===== src/nss_pkg.sv =====
package nss_pkg;

    // Field widths fixed by the interface
    localparam int CoordW  = 16;
    localparam int IdW     = 12;
    localparam int GroupW  = 2;
    localparam int DistW   = 16;
    localparam int CfgIdxW = 2;

    // Defaults for the top-level parameters
    localparam int GROUPS_DEF  = 4;
    localparam int ID_BITS_DEF = 12;

    localparam logic [DistW-1:0] DIST_MAX = '1;

    // Configuration register indexes
    typedef enum logic [CfgIdxW-1:0] {
        CFG_QUERY_X      = 2'd0,
        CFG_QUERY_Y      = 2'd1,
        CFG_ACTIVE_GROUP = 2'd2
    } t_cfg_idx;

    // Sequencer states
    typedef enum logic [4:0] {
        S_IDLE,
        S_L2A,
        S_L2B,
        S_DOTA,
        S_DOTB,
        S_DOT,
        S_CHK,
        S_DIV,
        S_PXA,
        S_PXB,
        S_PYA,
        S_SQA,
        S_SQB,
        S_SUM,
        S_RSTART,
        S_ROOT,
        S_UPD,
        S_FIN
    } t_state;

endpackage


===== src/nss_sqrt.sv =====
module nss_sqrt
    import nss_pkg::*;
(
    input  logic               i_clk,
    input  logic               i_rst_n,
    input  logic               i_start,
    input  logic [2*DistW-1:0] i_radicand,
    output logic               o_done,
    output logic [DistW-1:0]   o_root
);

    localparam int CntW = $clog2(DistW);

    logic               r_busy;
    logic               r_done;
    logic [CntW-1:0]    r_cnt;
    logic [2*DistW-1:0] r_x;
    logic [DistW+1:0]   r_rem;
    logic [DistW-1:0]   r_root;

    logic [DistW+3:0]   rem_sh;
    logic [DistW+3:0]   trial;
    logic               ge;

    // One result bit per cycle: bring down two radicand bits, try root*4+1
    always_comb begin
        rem_sh = {r_rem, r_x[2*DistW-1 -: 2]};
        trial  = {2'b00, r_root, 2'b01};
        ge     = rem_sh >= trial;
    end

    always_ff @(posedge i_clk) begin
        if (!i_rst_n) begin
            r_busy <= 1'b0;
            r_done <= 1'b0;
            r_cnt  <= '0;
        end else begin
            r_done <= 1'b0;
            if (i_start) begin
                r_busy <= 1'b1;
                r_cnt  <= '0;
            end else if (r_busy) begin
                r_cnt <= r_cnt + 1'b1;
                if (r_cnt == CntW'(DistW - 1)) begin
                    r_busy <= 1'b0;
                    r_done <= 1'b1;
                end
            end
        end
    end

    // Shift registers of the digit loop
    always_ff @(posedge i_clk) begin
        if (i_start) begin
            r_x    <= i_radicand;
            r_rem  <= '0;
            r_root <= '0;
        end else if (r_busy) begin
            r_x    <= {r_x[2*DistW-3:0], 2'b00};
            r_rem  <= ge ? (DistW+2)'(rem_sh - trial) : (DistW+2)'(rem_sh);
            r_root <= {r_root[DistW-2:0], ge};
        end
    end

    assign o_done = r_done;
    assign o_root = r_root;

endmodule


===== src/nearest_segment_select.sv =====
// Channel  | Handshake                   | Payload
// ---------+-----------------------------+----------------------------------------
// segment  | i_valid / o_ready           | i_segment_id, i_group, i_start_x/y,
//          |                             | i_end_x/y, i_last
// result   | o_valid / i_ready           | o_selected_id, o_found, o_min_distance
// config   | i_cfg_valid / o_cfg_ready   | i_cfg_index, i_cfg_data
//
// A segment of another group is passed over. A matching segment whose nearest point
// lies on an endpoint skips the 17-step bit-serial divider for t; one whose projection
// falls inside runs it. The 16-step bit-serial square root follows unless the squared
// distance overflows. A request with last set then loads the result register in S_FIN,
// and waits there while an earlier result has not been taken. Reset is synchronous,
// active low; it clears the query point, the group and the held selection.
module nearest_segment_select
    import nss_pkg::*;
#(
    parameter int GROUPS  = GROUPS_DEF,
    parameter int ID_BITS = ID_BITS_DEF
)(
    input  logic                     i_clk,
    input  logic                     i_rst_n,
    input  logic                     i_valid,
    output logic                     o_ready,
    input  logic [IdW-1:0]           i_segment_id,
    input  logic [GroupW-1:0]        i_group,
    input  logic signed [CoordW-1:0] i_start_x,
    input  logic signed [CoordW-1:0] i_start_y,
    input  logic signed [CoordW-1:0] i_end_x,
    input  logic signed [CoordW-1:0] i_end_y,
    input  logic                     i_last,
    output logic                     o_valid,
    input  logic                     i_ready,
    output logic [IdW-1:0]           o_selected_id,
    output logic                     o_found,
    output logic [DistW-1:0]         o_min_distance,
    input  logic                     i_cfg_valid,
    output logic                     o_cfg_ready,
    input  logic [CfgIdxW-1:0]       i_cfg_index,
    input  logic [CoordW-1:0]        i_cfg_data
);

    localparam int KeepBits = (ID_BITS < IdW) ? ID_BITS : IdW;
    localparam logic [IdW-1:0] IdMask = IdW'((64'd1 << KeepBits) - 64'd1);
    localparam int DiffW = CoordW + 1;
    localparam int EW    = CoordW + 3;
    localparam int MulW  = EW + 1;
    localparam int ProdW = 2 * MulW;
    localparam int WideW = 2 * DiffW + 2;
    localparam int TW    = CoordW + 1;
    localparam int DivCntW = $clog2(TW);

    t_state r_state, n_state;

    // Configuration registers
    logic signed [CoordW-1:0] r_qx, r_qy;
    logic [GroupW-1:0]        r_agroup;

    // Captured request
    logic [IdW-1:0]            r_id;
    logic                      r_last;
    logic signed [CoordW-1:0]  r_sx, r_sy, r_endx, r_endy;
    logic signed [DiffW-1:0]   r_dx, r_dy, r_px, r_py;

    // Datapath
    logic signed [ProdW-1:0]   r_prod, r_acc;
    logic signed [WideW-1:0]   r_l2, r_dot;
    logic [WideW-2:0]          r_rem;
    logic [TW-1:0]             r_t;
    logic [DivCntW-1:0]        r_cnt;
    logic signed [EW-1:0]      r_ex, r_ey;
    logic [DistW-1:0]          r_dist;

    // Scan and result state
    logic [DistW-1:0] r_best;
    logic [IdW-1:0]   r_best_id, r_held_id;
    logic             r_hit, r_held_valid;
    logic             r_out_valid;
    logic [IdW-1:0]   r_out_id;
    logic             r_out_found;
    logic [DistW-1:0] r_out_dist;

    logic accept, match, slot_free;
    logic signed [MulW-1:0] mul_a, mul_b;
    logic [WideW-2:0] trial;
    logic ge;
    logic signed [ProdW-1:0] rnd;
    logic sqrt_start, sqrt_done;
    logic [DistW-1:0] sqrt_root;

    assign accept    = i_valid && o_ready;
    assign match     = (i_group == r_agroup) && (32'(i_group) < GROUPS);
    assign slot_free = !r_out_valid || i_ready;
    assign o_cfg_ready = 1'b1;

    // Next state
    always_comb begin
        n_state = r_state;
        unique case (r_state)
            S_IDLE:   if (accept) n_state = match ? S_L2A : (i_last ? S_FIN : S_IDLE);
            S_L2A:    n_state = S_L2B;
            S_L2B:    n_state = S_DOTA;
            S_DOTA:   n_state = S_DOTB;
            S_DOTB:   n_state = S_DOT;
            S_DOT:    n_state = S_CHK;
            S_CHK:    n_state = (r_l2 == '0 || r_dot[WideW-1] || r_dot > r_l2) ? S_SQA : S_DIV;
            S_DIV:    if (r_cnt == DivCntW'(TW - 1)) n_state = S_PXA;
            S_PXA:    n_state = S_PXB;
            S_PXB:    n_state = S_PYA;
            S_PYA:    n_state = S_SQA;
            S_SQA:    n_state = S_SQB;
            S_SQB:    n_state = S_SUM;
            S_SUM:    n_state = S_RSTART;
            S_RSTART: n_state = (r_acc[ProdW-1:2*DistW] != '0) ? S_UPD : S_ROOT;
            S_ROOT:   if (sqrt_done) n_state = S_UPD;
            S_UPD:    n_state = r_last ? S_FIN : S_IDLE;
            S_FIN:    if (slot_free) n_state = S_IDLE;
            default:  n_state = S_IDLE;
        endcase
    end

    // Outputs of the sequencer: multiplier operands, input ready and root start
    always_comb begin
        mul_a = '0;
        mul_b = '0;
        sqrt_start = 1'b0;
        o_ready = 1'b0;
        unique case (r_state)
            S_IDLE:   o_ready = 1'b1;
            S_L2A:    begin mul_a = MulW'(r_dx); mul_b = MulW'(r_dx); end
            S_L2B:    begin mul_a = MulW'(r_dy); mul_b = MulW'(r_dy); end
            S_DOTA:   begin mul_a = MulW'(r_px); mul_b = MulW'(r_dx); end
            S_DOTB:   begin mul_a = MulW'(r_py); mul_b = MulW'(r_dy); end
            S_PXA:    begin mul_a = MulW'({1'b0, r_t}); mul_b = MulW'(r_dx); end
            S_PXB:    begin mul_a = MulW'({1'b0, r_t}); mul_b = MulW'(r_dy); end
            S_SQA:    begin mul_a = MulW'(r_ex); mul_b = MulW'(r_ex); end
            S_SQB:    begin mul_a = MulW'(r_ey); mul_b = MulW'(r_ey); end
            S_RSTART: sqrt_start = (r_acc[ProdW-1:2*DistW] == '0);
            default:  ;
        endcase
    end

    // Divider step and projection rounding
    always_comb begin
        trial = (r_cnt == '0) ? r_rem : {r_rem[WideW-3:0], 1'b0};
        ge    = trial >= r_l2[WideW-2:0];
        rnd   = (r_prod + ProdW'(32768)) >>> 16;
    end

    always_ff @(posedge i_clk) begin
        if (!i_rst_n) begin
            r_state <= S_IDLE;
        end else begin
            r_state <= n_state;
        end
    end

    // Configuration writes
    always_ff @(posedge i_clk) begin
        if (!i_rst_n) begin
            r_qx     <= '0;
            r_qy     <= '0;
            r_agroup <= '0;
        end else if (i_cfg_valid) begin
            case (i_cfg_index)
                CFG_QUERY_X:      r_qx     <= i_cfg_data;
                CFG_QUERY_Y:      r_qy     <= i_cfg_data;
                CFG_ACTIVE_GROUP: r_agroup <= i_cfg_data[GroupW-1:0];
                default:          ;
            endcase
        end
    end

    // Datapath registers
    always_ff @(posedge i_clk) begin
        r_prod <= mul_a * mul_b;
        case (r_state)
            S_IDLE: if (accept) begin
                r_id   <= i_segment_id & IdMask;
                r_last <= i_last;
                r_sx   <= i_start_x;
                r_sy   <= i_start_y;
                r_endx <= i_end_x;
                r_endy <= i_end_y;
                r_dx   <= DiffW'(i_end_x) - DiffW'(i_start_x);
                r_dy   <= DiffW'(i_end_y) - DiffW'(i_start_y);
                r_px   <= DiffW'(r_qx) - DiffW'(i_start_x);
                r_py   <= DiffW'(r_qy) - DiffW'(i_start_y);
            end
            S_L2B:  r_acc <= r_prod;
            S_DOTA: r_l2  <= WideW'(r_acc + r_prod);
            S_DOTB: r_acc <= r_prod;
            S_DOT:  r_dot <= WideW'(r_acc + r_prod);
            S_CHK: begin
                r_rem <= r_dot[WideW-2:0];
                r_t   <= '0;
                r_cnt <= '0;
                if (r_l2 == '0 || r_dot[WideW-1]) begin
                    r_ex <= EW'(r_px);
                    r_ey <= EW'(r_py);
                end else begin
                    r_ex <= EW'(r_qx) - EW'(r_endx);
                    r_ey <= EW'(r_qy) - EW'(r_endy);
                end
            end
            S_DIV: begin
                r_rem <= ge ? trial - r_l2[WideW-2:0] : trial;
                r_t   <= {r_t[TW-2:0], ge};
                r_cnt <= r_cnt + 1'b1;
            end
            S_PXB: r_ex <= EW'(ProdW'(r_qx) - ProdW'(r_sx) - rnd);
            S_PYA: r_ey <= EW'(ProdW'(r_qy) - ProdW'(r_sy) - rnd);
            S_SQB: r_acc <= r_prod;
            S_SUM: r_acc <= r_acc + r_prod;
            S_RSTART: r_dist <= DIST_MAX;
            S_ROOT: if (sqrt_done) r_dist <= sqrt_root;
            default: ;
        endcase
    end

    // Scan best, held selection and result register
    always_ff @(posedge i_clk) begin
        if (!i_rst_n) begin
            r_best       <= DIST_MAX;
            r_best_id    <= '0;
            r_hit        <= 1'b0;
            r_held_id    <= '0;
            r_held_valid <= 1'b0;
            r_out_valid  <= 1'b0;
        end else begin
            if (r_state == S_UPD && (!r_hit || r_dist < r_best)) begin
                r_best    <= r_dist;
                r_best_id <= r_id;
                r_hit     <= 1'b1;
            end
            if (r_state == S_FIN && slot_free) begin
                r_out_valid <= 1'b1;
                r_out_id    <= r_hit ? r_best_id : r_held_id;
                r_out_found <= r_hit || r_held_valid;
                r_out_dist  <= r_best;
                if (r_hit) begin
                    r_held_id    <= r_best_id;
                    r_held_valid <= 1'b1;
                end
                r_best    <= DIST_MAX;
                r_best_id <= '0;
                r_hit     <= 1'b0;
            end else if (r_out_valid && i_ready) begin
                r_out_valid <= 1'b0;
            end
        end
    end

    assign o_valid        = r_out_valid;
    assign o_selected_id  = r_out_id;
    assign o_found        = r_out_found;
    assign o_min_distance = r_out_dist;

    nss_sqrt u_sqrt (
        .i_clk      (i_clk),
        .i_rst_n    (i_rst_n),
        .i_start    (sqrt_start),
        .i_radicand (r_acc[2*DistW-1:0]),
        .o_done     (sqrt_done),
        .o_root     (sqrt_root)
    );

    a_rem_below_l2: assert property (@(posedge i_clk) disable iff (!i_rst_n)
        (r_state == S_DIV) |-> (r_rem <= r_l2[WideW-2:0]))
        else $error("divider remainder exceeds segment length");

    a_t_range: assert property (@(posedge i_clk) disable iff (!i_rst_n)
        (r_state == S_PXA) |-> (r_t <= TW'(65536)))
        else $error("projection parameter out of range");

    a_root_in_state: assert property (@(posedge i_clk) disable iff (!i_rst_n)
        sqrt_done |-> (r_state == S_ROOT))
        else $error("root finished outside its wait state");

    a_scan_cleared: assert property (@(posedge i_clk) disable iff (!i_rst_n)
        (r_state == S_FIN && slot_free) |=> (!r_hit && r_best == DIST_MAX && r_out_valid))
        else $error("scan not restarted after result");

endmodule


===== config.mk =====
export PLATFORM = sky130hd
export DESIGN_NAME = nearest_segment_select
export DESIGN_NICKNAME = d
export VERILOG_FILES = /design/src/nss_pkg.sv /design/src/nss_sqrt.sv /design/src/nearest_segment_select.sv
export SDC_FILE = /design/constraint.sdc
export NUM_CORES = 2
export LEC_CHECK = 0
export BUFFER_PORTS_ARGS = -buffer_cell sky130_fd_sc_hd__buf_2
export CORE_UTILIZATION = 52
export CTS_CLUSTER_DIAMETER = 80
export DETAILED_ROUTE_END_ITERATION = 7
export PLACE_DENSITY = 0.74
export SLEW_MARGIN = 20
export SYNTH_ARGS = -nofsm -noshare
export SYNTH_HDL_FRONTEND = slang
export SYNTH_SLANG_ARGS = --single-unit

===== constraint.sdc =====
create_clock -name i_clk -period 9.9 [get_ports i_clk]
set_clock_uncertainty 0.15 [all_clocks]
set_input_delay 0.99 -clock i_clk [delete_from_list [all_inputs] [get_ports i_clk]]
set_output_delay 0.99 -clock i_clk [all_outputs]
set_load 0.01 [all_outputs]

==> metrics.txt <==
Final Core Density 57.27%; post-DP HPWL 106,600 um; commonest cells after routing, fill and taps aside inv_1 (785), nand2_1 (631), nor2_1 (494); Slowest cell on crit path nor3_2; worst vdd ir 0.2008 mV; Syn Inst Count 5,257; Synth-to-Final Area Change 8.575%; Worst R2R End r_prod[37]; CP most frequent cell fa_1; CP endpoint r_prod[37]; Slew Limit Fails 0; R2R setup slack 0.63 ns; GPL Wtd Cong 0.9885; crit share post-route 93.65%; # H-tree levels 3; grt ovf 0; routed vias/inst 5.715; XOR/XNOR Fraction of Synth Area 4.280%; share of cells above drive strength 1 7.863%; RSZ-0062 raised after global routing false; placed cell count 6,546; simple-gate share of the synthesized area 13.90%; Main synth FF type edfxtp_1; CTS Buffer Depth 3; initial DRC count 3,136; commonest non-fill, non-tap cell in the layout inv_1; Final Hold Viols 0; GRT Resource Usage Total 27.76%; Seq cells post-synth 591; total negative setup slack 0 ns; fin cells 6,676; busiest grt layer met2; Die X 313.1 um; Mapped Area 50,340 um2; grt met1 use 35.15%; Static Leak 24.90 nW; crit path kind flop to flop; worst reg-to-reg path cell count 28; pwr/cell area 257.6 nW/um2; first-pass GRT wire length 213,300 um; DR vias 38,150; worst skew pair latency 0.63 ns; Synth warnings 0; critical path endpoint category flop; # nets final 6,291; DR pass1 iterations 6; post-synthesis mux area share 3.865%; Fillers 8,230; Critical Path Source Type flop; vias in the first global route 39,120; Routed Antenna Nets 0; Critical path origin r_state[2]; Synth Area in Compound Gates 11.05%; Die H 313.1 um; Post-synth EDFFs 429; sequential share of the synthesized area 32.03%; RR Startpoint r_state[2]; post-synthesis adder-cell area fraction 27.58%; Arr. time, crit path 9.66 ns; Worst Path Required 10.29 ns; run status finished, final reports clean; Final setup viols 0; IO buf count 132; initial antenna violation count 7; largest family of logic cells by synthesized area adder cells; mean routed wirelength per cell 20.09 um; slew margin rel. 32.01%; CORE AREA 95,440 um2; cts bufs inserted 67; worst min path class flop to flop; fmax 107.9 MHz; Post-Syn Nets 6,197; post-cts repair resize count 0; CP max FO 18; worst-margin pin slew 1.006 ns; synth unique cells 91; CTS Hold Bufs 0; Post-CTS Setup Inserts 0; GR Util met3 4.268%; maximum number of pins on one net before global-route repair 73; Period minus WS final 9.272 ns; ys async rst share 0%; Die ar. 98,050 um2; Starting Density 52.75%; Worst path max stage delay 0.62 ns; met2 usage 46.87%; # IOs 134; Syn Area/Cell 9.576 um2; FP Rows 113; Root Driver clkbuf_16; TritonCTS clock tree built; CTS Sinks 591; residual DRC count 0; Detailed Route WL 134,100 um; Max Cap Viol 0; Clk pin slew, worst setup/hold paths 0.06 ns
-- cell usage after synthesis, types with 65 or more instances --
master    count  area share, %
clkbuf_1    128           0.95
fa_1        453             18
a21o_1       88            1.3
nor2_1      496            3.7
nand3_1      99           0.98
mux2i_1     110            2.2
dfxtp_1     162            6.4
o21ai_0      76           0.76
inv_1       785            5.9
edfxtp_1    429             26
a21oi_1     248            2.5
xnor2_1     166            2.9
nand2_1     632            4.7
and3_1       65           0.81
o21ai_1      94           0.93
xor2_1       80            1.4
nor3_1       71           0.71
ha_1        385            9.6
mux2_2       75            1.7
-- through the flow --
step,area (um2),worst slack [ns],hold slack [ns],total power [mW]
6_report,54660,0.6285,0.3066,14.08
3_5_place_dp,52450,0.7846,0.2954,11.53
2_1_floorplan,50340,1.558,0.2785,9.098
4_1_cts,54630,0.7509,0.3077,14.06
3_3_place_gp,52450,0.8178,0.2876,11.35
5_1_grt,54650,0.1713,0.3191,15.14
-- final cells by class --
cell class                      instances  area, um2  share of cell area [%]
Antenna cell                            6      15.01                 0.02747
Clock buffer                           95       1887                   3.452
Clock inverter                         28      299.0                  0.5471
Inverter                              787       2954                   5.405
Multi-Input combinational cell       3709      30660                   56.09
Sequential cell                       591      16130                   29.51
Tap cell                             1265       1583                   2.896
Timing Repair Buffer                  195       1134                   2.074
-- critical path, delay by kind of cell (launching register included) --
kind | cells | cell delay, ns
simple gates | 5 | 1.70
buf+inv | 5 | 0.60
compound gates | 9 | 2.31
xor+xnor | 1 | 0.14
flops | 1 | 0.58
fa+ha+maj | 8 | 3.68
-- worst min-delay path by stage --
| stage | from | slack, ns | to | cells past startpoint |
|---|---|---|---|---|
| final | r_best_id[10] | 0.31 | r_best_id[10] | 2 |
| after global routing | r_best[0] | 0.32 | o_min_distance[0] | 0 |
| after CTS | r_best[0] | 0.31 | o_min_distance[0] | 0 |
| after detailed placement | r_best[9] | 0.30 | o_min_distance[9] | 0 |
| after global placement | r_best[0] | 0.29 | o_min_distance[0] | 0 |
| after floorplan | r_held_valid | 0.28 | r_held_valid | 2 |
-- cells by family (layout without fill, tap and decap cells) --
group / count (synthesis) / count (layout)
muxes: 185 / 185
and+or+nand+nor: 1590 / 1590
other: 1 / 7
buffers and inverters: 957 / 1105
DFF: 591 / 591
AOI/OAI and AO/OA: 849 / 849
xor gates and xnor gates: 246 / 246
adders and majority gates: 838 / 838
-- power by group --
group / internal [mW] / total (mW) / switching, mW / leakage, nW
registers: 3.20 / 3.54 / 0.340 / 5.32
logic: 2.96 / 8.06 / 5.10 / 18.5
clock network: 1.41 / 2.48 / 1.07 / 1.05
total: 7.56 / 14.1 / 6.52 / 24.9
-- flip-flops by register name, indices dropped and copies added, names as in the netlist, 17 cells and up --
signal and flops:
r_px 17, r_ey 19, u_sqrt.r_x 32, r_rem 35, r_py 17, r_dy 17, r_t 17, u_sqrt.r_rem 18
r_prod 40, r_dx 17, r_ex 19, r_l2 36, r_dot 36, r_acc 40
-- per-layer routing --
layer  wire length, um  part of all wire [%]
met5                51                 0.038
met4              6546                   4.9
met3              9002                   6.7
met2             64430                    48
met1             54070                    40
Note: power is estimated with default switching activity, not from simulation.
